===== src/hdl/dsc_pkg.sv =====
// ----------------------------------------------------------------------------
// dsc_pkg
// Shared widths, calendar constants, reciprocal factors and the time-of-day
// bundle used by the serial day to calendar converter.
// ----------------------------------------------------------------------------
package dsc_pkg;

  localparam int DAY_W  = 23;
  localparam int MS_W   = 27;
  localparam int ABS_W  = 22;
  localparam int YEAR_W = 14;

  // Supported serial range and the shift to days since 1 Jan of year 0
  localparam logic signed [DAY_W-1:0] SERIAL_MIN   = -23'sd657434;
  localparam logic signed [DAY_W-1:0] SERIAL_MAX   = 23'sd2958465;
  localparam logic [ABS_W-1:0]        EPOCH_OFFSET = 22'd693959;

  localparam logic [MS_W-1:0] MS_PER_DAY  = 27'd86400000;
  localparam logic [MS_W-1:0] MS_PER_HOUR = 27'd3600000;
  localparam logic [21:0]     MS_PER_MIN  = 22'd60000;
  localparam logic [15:0]     MS_PER_SEC  = 16'd1000;

  localparam logic [17:0] DAYS_400Y = 18'd146097;
  localparam logic [17:0] DAYS_100Y = 18'd36524;
  localparam logic [15:0] DAYS_4Y   = 16'd1461;
  localparam logic [10:0] DAYS_YEAR = 11'd365;

  // Floor reciprocals: the estimate is never high and at most one low
  // while the dividend stays below two to the shift.
  localparam int Q400_SH = 22;
  localparam logic [4:0]  Q400_MUL = 5'((2 ** Q400_SH) / 146097);
  localparam int WK_SH = 22;
  localparam logic [19:0] WK_MUL = 20'((2 ** WK_SH) / 7);
  localparam int Q4_SH = 16;
  localparam logic [5:0]  Q4_MUL = 6'((2 ** Q4_SH) / 1461);
  localparam int HOUR_SH = 27;
  localparam logic [5:0]  HOUR_MUL = 6'((2 ** HOUR_SH) / 3600000);
  localparam int MIN_SH = 22;
  localparam logic [6:0]  MIN_MUL = 7'((2 ** MIN_SH) / 60000);
  localparam int SEC_SH = 16;
  localparam logic [6:0]  SEC_MUL = 7'((2 ** SEC_SH) / 1000);

  // Days before the start of each month in a common year
  localparam logic [8:0] CUM_DAYS [13] = '{
    9'd0, 9'd31, 9'd59, 9'd90, 9'd120, 9'd151, 9'd181,
    9'd212, 9'd243, 9'd273, 9'd304, 9'd334, 9'd365
  };

  typedef struct packed {
    logic [4:0] hour;
    logic [5:0] minute;
    logic [5:0] second;
    logic [9:0] millisecond;
  } dsc_time_t;

endpackage


===== src/hdl/dsc_clock.sv =====
// ----------------------------------------------------------------------------
// dsc_clock
// Six-stage split of milliseconds of the day into hour, minute, second and
// millisecond, each step a reciprocal estimate followed by one correction.
// ----------------------------------------------------------------------------
module dsc_clock import dsc_pkg::*; (
  input  logic            clk,
  input  logic [MS_W-1:0] ms_i,
  output dsc_time_t       tod_o
);

  // Stage 1: hour estimate
  logic [MS_W+5:0] h_prod;
  logic [MS_W-1:0] t1_r;
  logic [4:0]      h_est_r;

  // Stage 2: hour and remainder within the hour
  logic [MS_W-1:0] h_rem;
  logic [4:0]      hour_nxt;
  logic [21:0]     r1_nxt;
  logic [4:0]      hour2_r;
  logic [21:0]     r1_r;

  // Stage 3: minute estimate
  logic [28:0]     m_prod;
  logic [4:0]      hour3_r;
  logic [21:0]     r1b_r;
  logic [5:0]      m_est_r;

  // Stage 4: minute and remainder within the minute
  logic [21:0]     m_rem;
  logic [5:0]      minute_nxt;
  logic [15:0]     r2_nxt;
  logic [4:0]      hour4_r;
  logic [5:0]      min4_r;
  logic [15:0]     r2_r;

  // Stage 5: second estimate
  logic [22:0]     s_prod;
  logic [4:0]      hour5_r;
  logic [5:0]      min5_r;
  logic [15:0]     r2b_r;
  logic [5:0]      s_est_r;

  // Stage 6: second and millisecond
  logic [15:0]     s_rem;
  dsc_time_t       tod_nxt;
  dsc_time_t       tod_r;

  assign h_prod = (MS_W+6)'(ms_i) * (MS_W+6)'(HOUR_MUL);
  assign m_prod = 29'(r1_r) * 29'(MIN_MUL);
  assign s_prod = 23'(r2_r) * 23'(SEC_MUL);

  always_comb begin
    h_rem = t1_r - MS_W'(h_est_r) * MS_PER_HOUR;
    if (h_rem >= MS_PER_HOUR) begin
      hour_nxt = h_est_r + 5'd1;
      r1_nxt   = 22'(h_rem - MS_PER_HOUR);
    end else begin
      hour_nxt = h_est_r;
      r1_nxt   = 22'(h_rem);
    end
  end

  always_comb begin
    m_rem = r1b_r - 22'(m_est_r) * MS_PER_MIN;
    if (m_rem >= MS_PER_MIN) begin
      minute_nxt = m_est_r + 6'd1;
      r2_nxt     = 16'(m_rem - MS_PER_MIN);
    end else begin
      minute_nxt = m_est_r;
      r2_nxt     = 16'(m_rem);
    end
  end

  always_comb begin
    s_rem = r2b_r - 16'(s_est_r) * MS_PER_SEC;
    tod_nxt.hour   = hour5_r;
    tod_nxt.minute = min5_r;
    if (s_rem >= MS_PER_SEC) begin
      tod_nxt.second      = s_est_r + 6'd1;
      tod_nxt.millisecond = 10'(s_rem - MS_PER_SEC);
    end else begin
      tod_nxt.second      = s_est_r;
      tod_nxt.millisecond = 10'(s_rem);
    end
  end

  always_ff @(posedge clk) begin
    t1_r    <= ms_i;
    h_est_r <= 5'(h_prod >> HOUR_SH);

    hour2_r <= hour_nxt;
    r1_r    <= r1_nxt;

    hour3_r <= hour2_r;
    r1b_r   <= r1_r;
    m_est_r <= 6'(m_prod >> MIN_SH);

    hour4_r <= hour3_r;
    min4_r  <= minute_nxt;
    r2_r    <= r2_nxt;

    hour5_r <= hour4_r;
    min5_r  <= min4_r;
    r2b_r   <= r2_r;
    s_est_r <= 6'(s_prod >> SEC_SH);

    tod_r   <= tod_nxt;
  end

  assign tod_o = tod_r;

endmodule


===== src/hdl/day_serial_to_calendar.sv =====
// ----------------------------------------------------------------------------
// day_serial_to_calendar
// Serial day (day 0 is 30 Dec 1899) plus milliseconds of the day to
// proleptic Gregorian date, time of day and weekday.
// ----------------------------------------------------------------------------
// A request is taken on every clock edge where start is high; busy never
// rises, so one request per cycle is sustained. Each request yields exactly
// one result, shown for a single cycle with out_strobe high, in request
// order, once it has passed the request register, stages 1 to 7 and the
// result register. The receiver cannot stall the block and has to take
// every result as it appears. The latency is set by the date path: a
// chain of reciprocal divisions by the 400-year and 4-year cycle lengths,
// each an estimate stage and a correction stage, followed by year and
// month resolution. Requests outside the supported range give
// out_valid_res low with every field zero.
// ----------------------------------------------------------------------------
module day_serial_to_calendar import dsc_pkg::*; (
  input  logic                    clk,
  input  logic                    rst_n,
  input  logic                    start,
  output logic                    busy,
  input  logic signed [DAY_W-1:0] in_day_whole,
  input  logic [MS_W-1:0]         in_ms_of_day,
  output logic                    out_strobe,
  output logic                    out_valid_res,
  output logic [YEAR_W-1:0]       out_year,
  output logic [3:0]              out_month,
  output logic [4:0]              out_day_of_month,
  output logic [4:0]              out_hour,
  output logic [5:0]              out_minute,
  output logic [5:0]              out_second,
  output logic [9:0]              out_millisecond,
  output logic [2:0]              out_weekday
);

  logic accept;

  // Stage 0: request register
  logic                    s0_vld_r;
  logic signed [DAY_W-1:0] s0_day_r;
  logic [MS_W-1:0]         s0_ms_r;

  // Stage 1: range check, absolute day
  logic             in_range;
  logic             on_bound;
  logic             ok_nxt;
  logic [ABS_W-1:0] abs_nxt;
  logic             s1_vld_r;
  logic             s1_ok_r;
  logic [ABS_W-1:0] s1_abs_r;
  logic [ABS_W-1:0] s1_absm1_r;
  logic [MS_W-1:0]  s1_ms_r;

  // Stage 2: 400-year and weekday estimates
  logic [ABS_W+4:0]  q400_prod;
  logic [ABS_W+19:0] wk_prod;
  logic              s2_vld_r;
  logic              s2_ok_r;
  logic [ABS_W-1:0]  s2_abs_r;
  logic [ABS_W-1:0]  s2_absm1_r;
  logic [4:0]        s2_q400e_r;
  logic [18:0]       s2_wke_r;

  // Stage 3: 400-year quotient and remainder, weekday
  logic [ABS_W-1:0] r400_rem;
  logic [4:0]       q400_nxt;
  logic [17:0]      r400_nxt;
  logic [ABS_W-1:0] wk_rem;
  logic [2:0]       wday_nxt;
  logic             s3_vld_r;
  logic             s3_ok_r;
  logic [4:0]       s3_q400_r;
  logic [17:0]      s3_r400_r;
  logic [2:0]       s3_wday_r;

  // Stage 4: century within the 400-year cycle
  logic [1:0]  cent_nxt;
  logic [15:0] num_nxt;
  logic        s4_vld_r;
  logic        s4_ok_r;
  logic [4:0]  s4_q400_r;
  logic [1:0]  s4_cent_r;
  logic [15:0] s4_num_r;
  logic [2:0]  s4_wday_r;

  // Stage 5: 4-year estimate
  logic [21:0] q4_prod;
  logic        s5_vld_r;
  logic        s5_ok_r;
  logic [4:0]  s5_q400_r;
  logic [1:0]  s5_cent_r;
  logic [15:0] s5_num_r;
  logic [4:0]  s5_q4e_r;
  logic [2:0]  s5_wday_r;

  // Stage 6: 4-year quotient, day within the 4-year block
  logic [15:0] r4_rem;
  logic [4:0]  q4_nxt;
  logic [10:0] r4_nxt;
  logic        leap4_nxt;
  logic        s6_vld_r;
  logic        s6_ok_r;
  logic [4:0]  s6_q400_r;
  logic [1:0]  s6_cent_r;
  logic [4:0]  s6_q4_r;
  logic        s6_leap4_r;
  logic [10:0] s6_d4_r;
  logic [2:0]  s6_wday_r;

  // Stage 7: year within the block, day of year
  logic [1:0]        yr4_nxt;
  logic [10:0]       doy_wide;
  logic [YEAR_W-1:0] year_nxt;
  logic              s7_vld_r;
  logic              s7_ok_r;
  logic [YEAR_W-1:0] s7_year_r;
  logic              s7_leap_r;
  logic [8:0]        s7_doy_r;
  logic [2:0]        s7_wday_r;

  // Stage 8: month and day, result register
  dsc_time_t         tod;
  logic [8:0]        dy;
  logic [3:0]        mon_nxt;
  logic [3:0]        mon_idx;
  logic [4:0]        mday_nxt;
  logic              strobe_r;
  logic              valid_res_r;
  logic [YEAR_W-1:0] year_r;
  logic [3:0]        month_r;
  logic [4:0]        mday_r;
  dsc_time_t         tod_r;
  logic [2:0]        wday_r;

  assign busy   = 1'b0;
  assign accept = start && !busy;

  dsc_clock u_clock (
    .clk   (clk),
    .ms_i  (s1_ms_r),
    .tod_o (tod)
  );

  // Stage 1
  always_comb begin
    in_range = (s0_day_r >= SERIAL_MIN) && (s0_day_r <= SERIAL_MAX) &&
               (s0_ms_r < MS_PER_DAY);
    on_bound = (s0_day_r == SERIAL_MIN) || (s0_day_r == SERIAL_MAX);
    ok_nxt   = in_range && !(on_bound && (s0_ms_r != '0));
    abs_nxt  = ABS_W'(s0_day_r) + EPOCH_OFFSET;
  end

  // Stage 2
  assign q400_prod = (ABS_W+5)'(s1_abs_r) * (ABS_W+5)'(Q400_MUL);
  assign wk_prod   = (ABS_W+20)'(s1_absm1_r) * (ABS_W+20)'(WK_MUL);

  // Stage 3: correct the estimates by one step at most
  always_comb begin
    r400_rem = s2_abs_r - ABS_W'(s2_q400e_r) * ABS_W'(DAYS_400Y);
    if (r400_rem >= ABS_W'(DAYS_400Y)) begin
      q400_nxt = s2_q400e_r + 5'd1;
      r400_nxt = 18'(r400_rem - ABS_W'(DAYS_400Y));
    end else begin
      q400_nxt = s2_q400e_r;
      r400_nxt = 18'(r400_rem);
    end
    wk_rem = s2_absm1_r - ABS_W'(s2_wke_r) * ABS_W'(7);
    if (wk_rem >= ABS_W'(7)) begin
      wday_nxt = 3'(wk_rem - ABS_W'(7)) + 3'd1;
    end else begin
      wday_nxt = 3'(wk_rem) + 3'd1;
    end
  end

  // Stage 4: the first century of a cycle is one day longer, so the
  // remainder after whole 36524-day centuries is the 4-year dividend
  always_comb begin
    cent_nxt = 2'd0;
    if (s3_r400_r >= 18'd36525)  cent_nxt = cent_nxt + 2'd1;
    if (s3_r400_r >= 18'd73049)  cent_nxt = cent_nxt + 2'd1;
    if (s3_r400_r >= 18'd109573) cent_nxt = cent_nxt + 2'd1;
    num_nxt = 16'(s3_r400_r - 18'(cent_nxt) * DAYS_100Y);
  end

  // Stage 5
  assign q4_prod = 22'(s4_num_r) * 22'(Q4_MUL);

  // Stage 6: first 4-year block of a non-leap century holds no leap day
  always_comb begin
    r4_rem = s5_num_r - 16'(s5_q4e_r) * DAYS_4Y;
    if (r4_rem >= DAYS_4Y) begin
      q4_nxt = s5_q4e_r + 5'd1;
      r4_nxt = 11'(r4_rem - DAYS_4Y);
    end else begin
      q4_nxt = s5_q4e_r;
      r4_nxt = 11'(r4_rem);
    end
    leap4_nxt = !((s5_cent_r != 2'd0) && (q4_nxt == 5'd0));
    if (!leap4_nxt) begin
      r4_nxt = r4_nxt - 11'd1;
    end
  end

  // Stage 7
  always_comb begin
    yr4_nxt = 2'd0;
    if (s6_leap4_r) begin
      if (s6_d4_r >= 11'd366)  yr4_nxt = yr4_nxt + 2'd1;
      if (s6_d4_r >= 11'd731)  yr4_nxt = yr4_nxt + 2'd1;
      if (s6_d4_r >= 11'd1096) yr4_nxt = yr4_nxt + 2'd1;
      if (yr4_nxt != 2'd0) begin
        doy_wide = s6_d4_r - 11'd1 - 11'(yr4_nxt) * DAYS_YEAR;
      end else begin
        doy_wide = s6_d4_r;
      end
    end else begin
      if (s6_d4_r >= 11'd365)  yr4_nxt = yr4_nxt + 2'd1;
      if (s6_d4_r >= 11'd730)  yr4_nxt = yr4_nxt + 2'd1;
      if (s6_d4_r >= 11'd1095) yr4_nxt = yr4_nxt + 2'd1;
      doy_wide = s6_d4_r - 11'(yr4_nxt) * DAYS_YEAR;
    end
    year_nxt = YEAR_W'(s6_q400_r) * YEAR_W'(400) + YEAR_W'(s6_cent_r) * YEAR_W'(100) +
               YEAR_W'({s6_q4_r, 2'b00}) + YEAR_W'(yr4_nxt);
  end

  // Stage 8: leap day first, then skip it and look up a common-year month
  always_comb begin
    dy      = 9'd0;
    mon_nxt = 4'd1;
    mon_idx = 4'd0;
    if (s7_leap_r && (s7_doy_r == 9'd59)) begin
      mon_nxt  = 4'd2;
      mday_nxt = 5'd29;
    end else begin
      dy = s7_doy_r + 9'd1;
      if (s7_leap_r && (s7_doy_r >= 9'd60)) begin
        dy = s7_doy_r;
      end
      for (int m = 1; m < 12; m++) begin
        if (dy > CUM_DAYS[m]) mon_nxt = mon_nxt + 4'd1;
      end
      mon_idx  = mon_nxt - 4'd1;
      mday_nxt = 5'(dy - CUM_DAYS[mon_idx]);
    end
  end

  // Valid flags
  always_ff @(posedge clk) begin
    if (!rst_n) begin
      s0_vld_r <= 1'b0;
      s1_vld_r <= 1'b0;
      s2_vld_r <= 1'b0;
      s3_vld_r <= 1'b0;
      s4_vld_r <= 1'b0;
      s5_vld_r <= 1'b0;
      s6_vld_r <= 1'b0;
      s7_vld_r <= 1'b0;
      strobe_r <= 1'b0;
    end else begin
      s0_vld_r <= accept;
      s1_vld_r <= s0_vld_r;
      s2_vld_r <= s1_vld_r;
      s3_vld_r <= s2_vld_r;
      s4_vld_r <= s3_vld_r;
      s5_vld_r <= s4_vld_r;
      s6_vld_r <= s5_vld_r;
      s7_vld_r <= s6_vld_r;
      strobe_r <= s7_vld_r;
    end
  end

  // Payload pipeline
  always_ff @(posedge clk) begin
    s0_day_r   <= in_day_whole;
    s0_ms_r    <= in_ms_of_day;

    s1_ok_r    <= ok_nxt;
    s1_abs_r   <= abs_nxt;
    s1_absm1_r <= abs_nxt - ABS_W'(1);
    s1_ms_r    <= s0_ms_r;

    s2_ok_r    <= s1_ok_r;
    s2_abs_r   <= s1_abs_r;
    s2_absm1_r <= s1_absm1_r;
    s2_q400e_r <= 5'(q400_prod >> Q400_SH);
    s2_wke_r   <= 19'(wk_prod >> WK_SH);

    s3_ok_r    <= s2_ok_r;
    s3_q400_r  <= q400_nxt;
    s3_r400_r  <= r400_nxt;
    s3_wday_r  <= wday_nxt;

    s4_ok_r    <= s3_ok_r;
    s4_q400_r  <= s3_q400_r;
    s4_cent_r  <= cent_nxt;
    s4_num_r   <= num_nxt;
    s4_wday_r  <= s3_wday_r;

    s5_ok_r    <= s4_ok_r;
    s5_q400_r  <= s4_q400_r;
    s5_cent_r  <= s4_cent_r;
    s5_num_r   <= s4_num_r;
    s5_q4e_r   <= 5'(q4_prod >> Q4_SH);
    s5_wday_r  <= s4_wday_r;

    s6_ok_r    <= s5_ok_r;
    s6_q400_r  <= s5_q400_r;
    s6_cent_r  <= s5_cent_r;
    s6_q4_r    <= q4_nxt;
    s6_leap4_r <= leap4_nxt;
    s6_d4_r    <= r4_nxt;
    s6_wday_r  <= s5_wday_r;

    s7_ok_r    <= s6_ok_r;
    s7_year_r  <= year_nxt;
    s7_leap_r  <= s6_leap4_r && (yr4_nxt == 2'd0);
    s7_doy_r   <= 9'(doy_wide);
    s7_wday_r  <= s6_wday_r;

    // Drop every field of an out-of-range request to zero
    valid_res_r <= s7_ok_r;
    if (s7_ok_r) begin
      year_r  <= s7_year_r;
      month_r <= mon_nxt;
      mday_r  <= mday_nxt;
      tod_r   <= tod;
      wday_r  <= s7_wday_r;
    end else begin
      year_r  <= '0;
      month_r <= '0;
      mday_r  <= '0;
      tod_r   <= '0;
      wday_r  <= '0;
    end
  end

  assign out_strobe       = strobe_r;
  assign out_valid_res    = valid_res_r;
  assign out_year         = year_r;
  assign out_month        = month_r;
  assign out_day_of_month = mday_r;
  assign out_hour         = tod_r.hour;
  assign out_minute       = tod_r.minute;
  assign out_second       = tod_r.second;
  assign out_millisecond  = tod_r.millisecond;
  assign out_weekday      = wday_r;

endmodule


===== config.mk =====
export PLATFORM = sky130hd
export DESIGN_NAME = day_serial_to_calendar
export DESIGN_NICKNAME = d
export VERILOG_FILES = /design/src/hdl/dsc_pkg.sv /design/src/hdl/dsc_clock.sv /design/src/hdl/day_serial_to_calendar.sv
export SDC_FILE = /design/constraint.sdc
export NUM_CORES = 2
export LEC_CHECK = 0
export ABC_CLOCK_PERIOD_IN_PS = 18050
export BUFFER_PORTS_ARGS = -buffer_cell sky130_fd_sc_hd__buf_2
export CAP_MARGIN = 30
export CORE_AREA = 2 2 277 279
export DETAILED_ROUTE_END_ITERATION = 10
export DIE_AREA = 0 0 279 281
export PLACE_DENSITY = 0.74
export SYNTH_ARGS = -nofsm -noshare
export SYNTH_HDL_FRONTEND = slang
export SYNTH_SLANG_ARGS = --single-unit

===== constraint.sdc =====
create_clock -name clk -period 18.05 [get_ports clk]
set_input_delay 1.805 -clock clk [delete_from_list [all_inputs] [get_ports clk]]
set_output_delay 1.805 -clock clk [all_outputs]
set_load 0.005 [all_outputs]

Yosys cells after proc, flatten, opt, wreduce, memory -nomap -nowiden
Memories as Yosys holds them, arrays and structs flattened. Cells that the tools add are included.

Input bits: 53. ROM bits: 144. Flip-flop bits (word level): 575. RAM bits: 0. Output and inout port bits: 56. Logic and storage cells: 252. Memories kept: 1. Latch bits: 0.

Divide/modulo/power cells: 0. Add/sub/neg operators: 48. Muxes and demuxes: 57. Multiply operators: 17. Reduce and logical (&&, ||, !) cells: 17. Magnitude comparators: 31. Equality and inequality tests: 3. Bitwise logic cells: 2. Shift-type cells: 0.

Memory list: (no name shown) (depth 16, width 9, read ports 1, clocked after memory_dff 0, write ports 0, line day_serial_to_calendar.sv:243) `mday_nxt = 5'(dy - CUM_DAYS[mon_idx]);`.

Operators with widths (count): $mux 4 (21); $sub 22x22->22 (3); $sub 16x16->16 (3); $add 4x1->4 const B (10); $mul 22x19->40 const B (1); $ge 18x17->1 const B (2); $gt 9x8->1 const B (4); $mux 9 (4); $mul 27x6->32 const B (1); $mux 16 (2); $mux 2 (15); $mux 5 (6); $mul 22x7->28 const B (1); $ge 27x22->1 const B (1); $gt 9x9->1 const B (3); $lt 27x27->1 const B (1); $reduce_bool 27->1 (1); $sub 27x27->27 (1); $mul 22x3->25 const B (1); $eq 23x21->1 const B (1); $eq 23x23->1 const B (1); $ge 23x21->1 const B (1); $le 23x23->1 const B (1); $add 22x20->22 const B (1); 62 further kinds (89).

Longest topological paths before layout
Word-level depth: 44. Depth in mapped cells: 48.

Cells and area by module
Synthesis repeated with hierarchy kept, for this count alone.

Cells, all modules: 4318. Area total of the unflattened synthesis: 41661.2 µm².

Modules (own cells, without submodules): day_serial_to_calendar (area an instance 27254.9 µm², cells an instance 2799, seq. area each 7927.6 µm², instances 1); dsc_clock (area an instance 14406.3 µm², cells an instance 1519, seq. area each 3583.4 µm², instances 1).

Worst setup path before layout
No wires, ideal clock.

Path type: register -> register. From: reg s7_doy_r[1]. To: reg mday_r[4], in the netlist out_day_of_month[4]. Cell stages (with the launch flop): 42. Library setup time: 0.116 ns. Period minus slack after synthesis: 8.511 ns. Arrival time: 8.395 ns. Path buffers: 0. Data required time: 17.934 ns. Slack: 9.539 ns. Path through: dfxtp_1 -> ha_1 -> inv_1 -> nor4b_1 -> o22ai_2 -> o2111a_1 -> nor2_1 -> nand2_1 -> fa_1 -> xnor2_1 -> ha_1 -> nand2_1 -> and3_1 -> inv_1 -> ha_1 -> nor3_1 -> a41oi_1 -> ha_1 -> [6 not listed] -> a21oi_1 -> ha_1 -> inv_1 -> a22o_1 -> nor2_1 -> ha_1 -> a21oi_1 -> ha_1 -> inv_1 -> ha_1 -> o221ai_1 -> o21ai_0 -> ha_1 -> fa_1 -> a21oi_1 -> o21ai_0 -> a211o_1 -> and3_1.

Word-level cells in the longest chain between the ends: 44.

RTL lines: from (decl) (line day_serial_to_calendar.sv:118) `logic [8:0] s7_doy_r;`; from (signal assigned) (line day_serial_to_calendar.sv:317) `s7_doy_r <= 9'(doy_wide);`; $ge 9x6->1 (line day_serial_to_calendar.sv:236) `if (s7_leap_r && (s7_doy_r >= 9'd60)) begin`; $logic_and 1x1->1 (line day_serial_to_calendar.sv:236); $mux 9 (line day_serial_to_calendar.sv:236); $mux 9 (line day_serial_to_calendar.sv:231) `if (s7_leap_r && (s7_doy_r == 9'd59)) begin`; $gt 9x5->1 (line day_serial_to_calendar.sv:240) `if (dy > CUM_DAYS[m]) mon_nxt = mon_nxt + 4'd1;`; $mux 2 (line day_serial_to_calendar.sv:240); $mux 4 (line day_serial_to_calendar.sv:231); $add 4x1->4 (line day_serial_to_calendar.sv:240); [27 not listed]; $mux 4 (line day_serial_to_calendar.sv:240); $mux 4 (line day_serial_to_calendar.sv:231); $sub 4x1->4 (line day_serial_to_calendar.sv:242) `mon_idx = mon_nxt - 4'd1;`; $not 4->5 (implied by the code) (line day_serial_to_calendar.sv:243); $mem_v2 16x9; $mux 5 (implied by the code) (2 in a row) (line day_serial_to_calendar.sv:243); $sub 5x5->5 (line day_serial_to_calendar.sv:243); $mux 5 * (line day_serial_to_calendar.sv:231); to (signal assigned) (line day_serial_to_calendar.sv:325) `mday_r <= mday_nxt;`; to (decl) (line day_serial_to_calendar.sv:131) `logic [4:0] mday_r;`.

Every way passes the cells marked *; elsewhere a longest branch is shown, timed or not. The select of a mux whose other input is x is not followed. A chain may end at the register's enable or synchronous reset.

Worst setup path in the final report
From: reg s7_doy_r[0]. To: reg mday_r[4], in the netlist out_day_of_month[4].

Same word-level chain as after synthesis.

==> metrics.txt <==
top cells by area, synth=dfxtp_1 (28%), ha_1 (22%), fa_1 (14%); DIE WIDTH=roughly 280 um; Tcrit/Tclk final=0.555; final hold vios=0; max-cap violation count=0; Worst Tran Pin Value=slightly above 1000 ps; antenna violations before repair=1; Worst Setup End Kind=flip-flop; # DRC=0; post-synthesis sequential element count=about 580; Initial Utilization=0.545; reg2reg end=out_day_of_month[4]$_SDFF_PN0_; Hold Path End=s5_q400_r[1]$_DFF_P_; first-pass GRT wire length=about 130,000 um; # hold bufs at CTS=0; sequential area share after synthesis=0.280; Max Slew Vio Count=0; setup violators final=0; worst min-delay path startpoint=s4_q400_r[1]$_DFF_P_; Synth warnings=0; clock period minus worst slack=approximately 10,000 ps; Critical Path Stages=43; Post-DRT Antenna Nets=0; DP HPWL=approximately 63,000 um; cell taking the most area after synthesis=dfxtp_1; reg2reg path depth=43; Post-CTS Setup Inserts=0; Final GP Congestion=~0.91; worst r2r src=s7_doy_r[0]$_DFF_P_; Yosys cell types=95; Via density=just over 5; Worst Clk Skew=~42 ps; RSZ-0062 raised after global routing=false; Resized Gates After CTS=0; number of antenna diodes=0; Async S/R FF share, synth=0; IO Pins=109; H-Tree Depth=2; die area=between 70,000 and 80,000 sq um; smallest hold slack=307 ps; Critical-path top delay cell=a2111oi_4; CP max FO=22; clock buffer count from CTS=61; Post-Syn Area per Cell=around 9.6 sq um; Fmax=about 0.10 GHz; Area growth syn-to-layout=9.54%; Die Height=281 um; DRT iter0 DRCs=roughly 1,100; Setup crit start kind=flip-flop; GRT Total Usage=0.201; Root Driver=clkbuf_16; CP startpoint=s7_doy_r[0]$_DFF_P_; delay-heaviest family, CP=compound AO/OA/AOI/OAI gates; flop2flop setup slack=roughly 8000 ps; Hold Path Depth=0; Syn Inst Count=4,276; Routed Wire Length=77,000 um; largest net degree at the start of global routing=52; HP Class=flip-flop to flip-flop; run status=completed; EDFF count, synth=0; CTS clk-pin slew, worst paths=~60 ps; core area=75,400 sq um; Slew headroom=0.315; Final TNS setup=0 ps; Critical Path RT=18,600 ps; share of the synthesized area in the top cell type=0.280; clk sinks=575; Layout Nets=approximately 5,500; CTS max path bufs=3; layout cells sized above 1=0.0612; Synth Net Count=around 5,300; Post-Synthesis Cell Area=41,100 sq um; Synth Flop Type=dfxtp_1; kind of critical path=flip-flop to flip-flop; largest stage delay on the critical path=around 900 ps; Avg WL per Cell=between 10 and 15 um; # rows=roughly 100; global route overflow=0; via count=27,995; drt first pass iters=5; CP bufs+invs=4; CTS tree=built; most frequent cell on the critical path=ha_1; I/O Buffers=between 100 and 150; Worst EP arrival=10,560 ps; clk_lat worst skew=approximately 660 ps; vias in the first global route=roughly 28,000
per-stage QoR:
step / instances / utilization / setup slack [ps] / cell area [sq um]
detailed placement: 5327 / 0.567 / 8060 / 42700
floorplan: 4276 / - / 9540 / 41100
finish: 5442 / 0.597 / 8030 / 45100
global route: 5442 / 0.597 / 7220 / 45100
global placement: 5327 / 0.567 / 8270 / 42700
CTS: 5441 / 0.597 / 8090 / 45000
cells in the mapped netlist, types with 55 or more instances:
cell type and instances:
nor2_1 205, dfxtp_1 575, o21ai_0 126, inv_1 854, a21o_1 83, ha_1 708
nand3_1 55, and2_1 66, nand2_1 156, fa_1 278, a21oi_1 193, xor2_1 124
xnor2_1 227
how the worst max path moves through the flow:
stage | endpoint | slack [ps]
finish | out_day_of_month[4]$_SDFF_PN0_ | 8030
global route | out_day_of_month[4]$_SDFF_PN0_ | 7220
CTS | out_day_of_month[4]$_SDFF_PN0_ | 8090
detailed placement | out_day_of_month[4]$_SDFF_PN0_ | 8060
global placement | out_day_of_month[4]$_SDFF_PN0_ | 8270
floorplan | out_day_of_month[4]$_SDFF_PN0_ | 9540
state kept, by name, indices dropped and copies added (netlist names), 18 cells and up:
name,cells
s2_abs_r,22
s2_wke_r,19
u_clock.r1_r,22
u_clock.tod_o,27
s0_day_r,23
s1_abs_r,22
u_clock.r1b_r,22
u_clock.t1_r,27
s3_r400_r,18
s1_absm1_r,22
s1_ms_r,27
s0_ms_r,27
s2_absm1_r,22
placed cells by master, fill, tap and decap left out, types with 28 or more instances in the layout:
cell type  count
a21o_1        83
a21oi_1      193
and2_1        66
buf_2        107
clkbuf_16     61
dfxtp_1      574
fa_1         278
ha_1         708
inv_1        854
nand2_1      156
nand2b_1      33
nand3_1       55
nor2_1       205
nor3_1        53
nor4_1        28
o21a_1        28
o21ai_0      126
o21bai_1      41
xnor2_1      227
xor2_1       124
metal layers:
layer / part of all wire / GRT usage
met5: 0 / 0
met4: 0.024 / 0.0564
met3: 0.034 / 0.0264
met2: 0.48 / 0.362
met1: 0.46 / 0.252
layout make-up:
class                   instances  area, sq um
clock buffers                  72         1640
clock inverters                42          643
fillers                      6298        30400
inverters                     856         3210
multi-input cells            2806        26200
flip-flops and latches        575        11500
well taps                     978         1220
repair buffers                113          593
cell families after synthesis:
logic type / Yosys count / synth area share
compound gates: 676 / 0.109
buf+inv: 895 / 0.0826
mux: 33 / 0.00824
fa+ha+maj: 986 / 0.351
flops: 575 / 0.280
xor+xnor: 357 / 0.0776
simple gates: 753 / 0.0924
other cells: 1 / 0.0000912
Power is not shown: default switching activity piles up to over one toggle a cycle in this logic, so the estimate is an artifact.
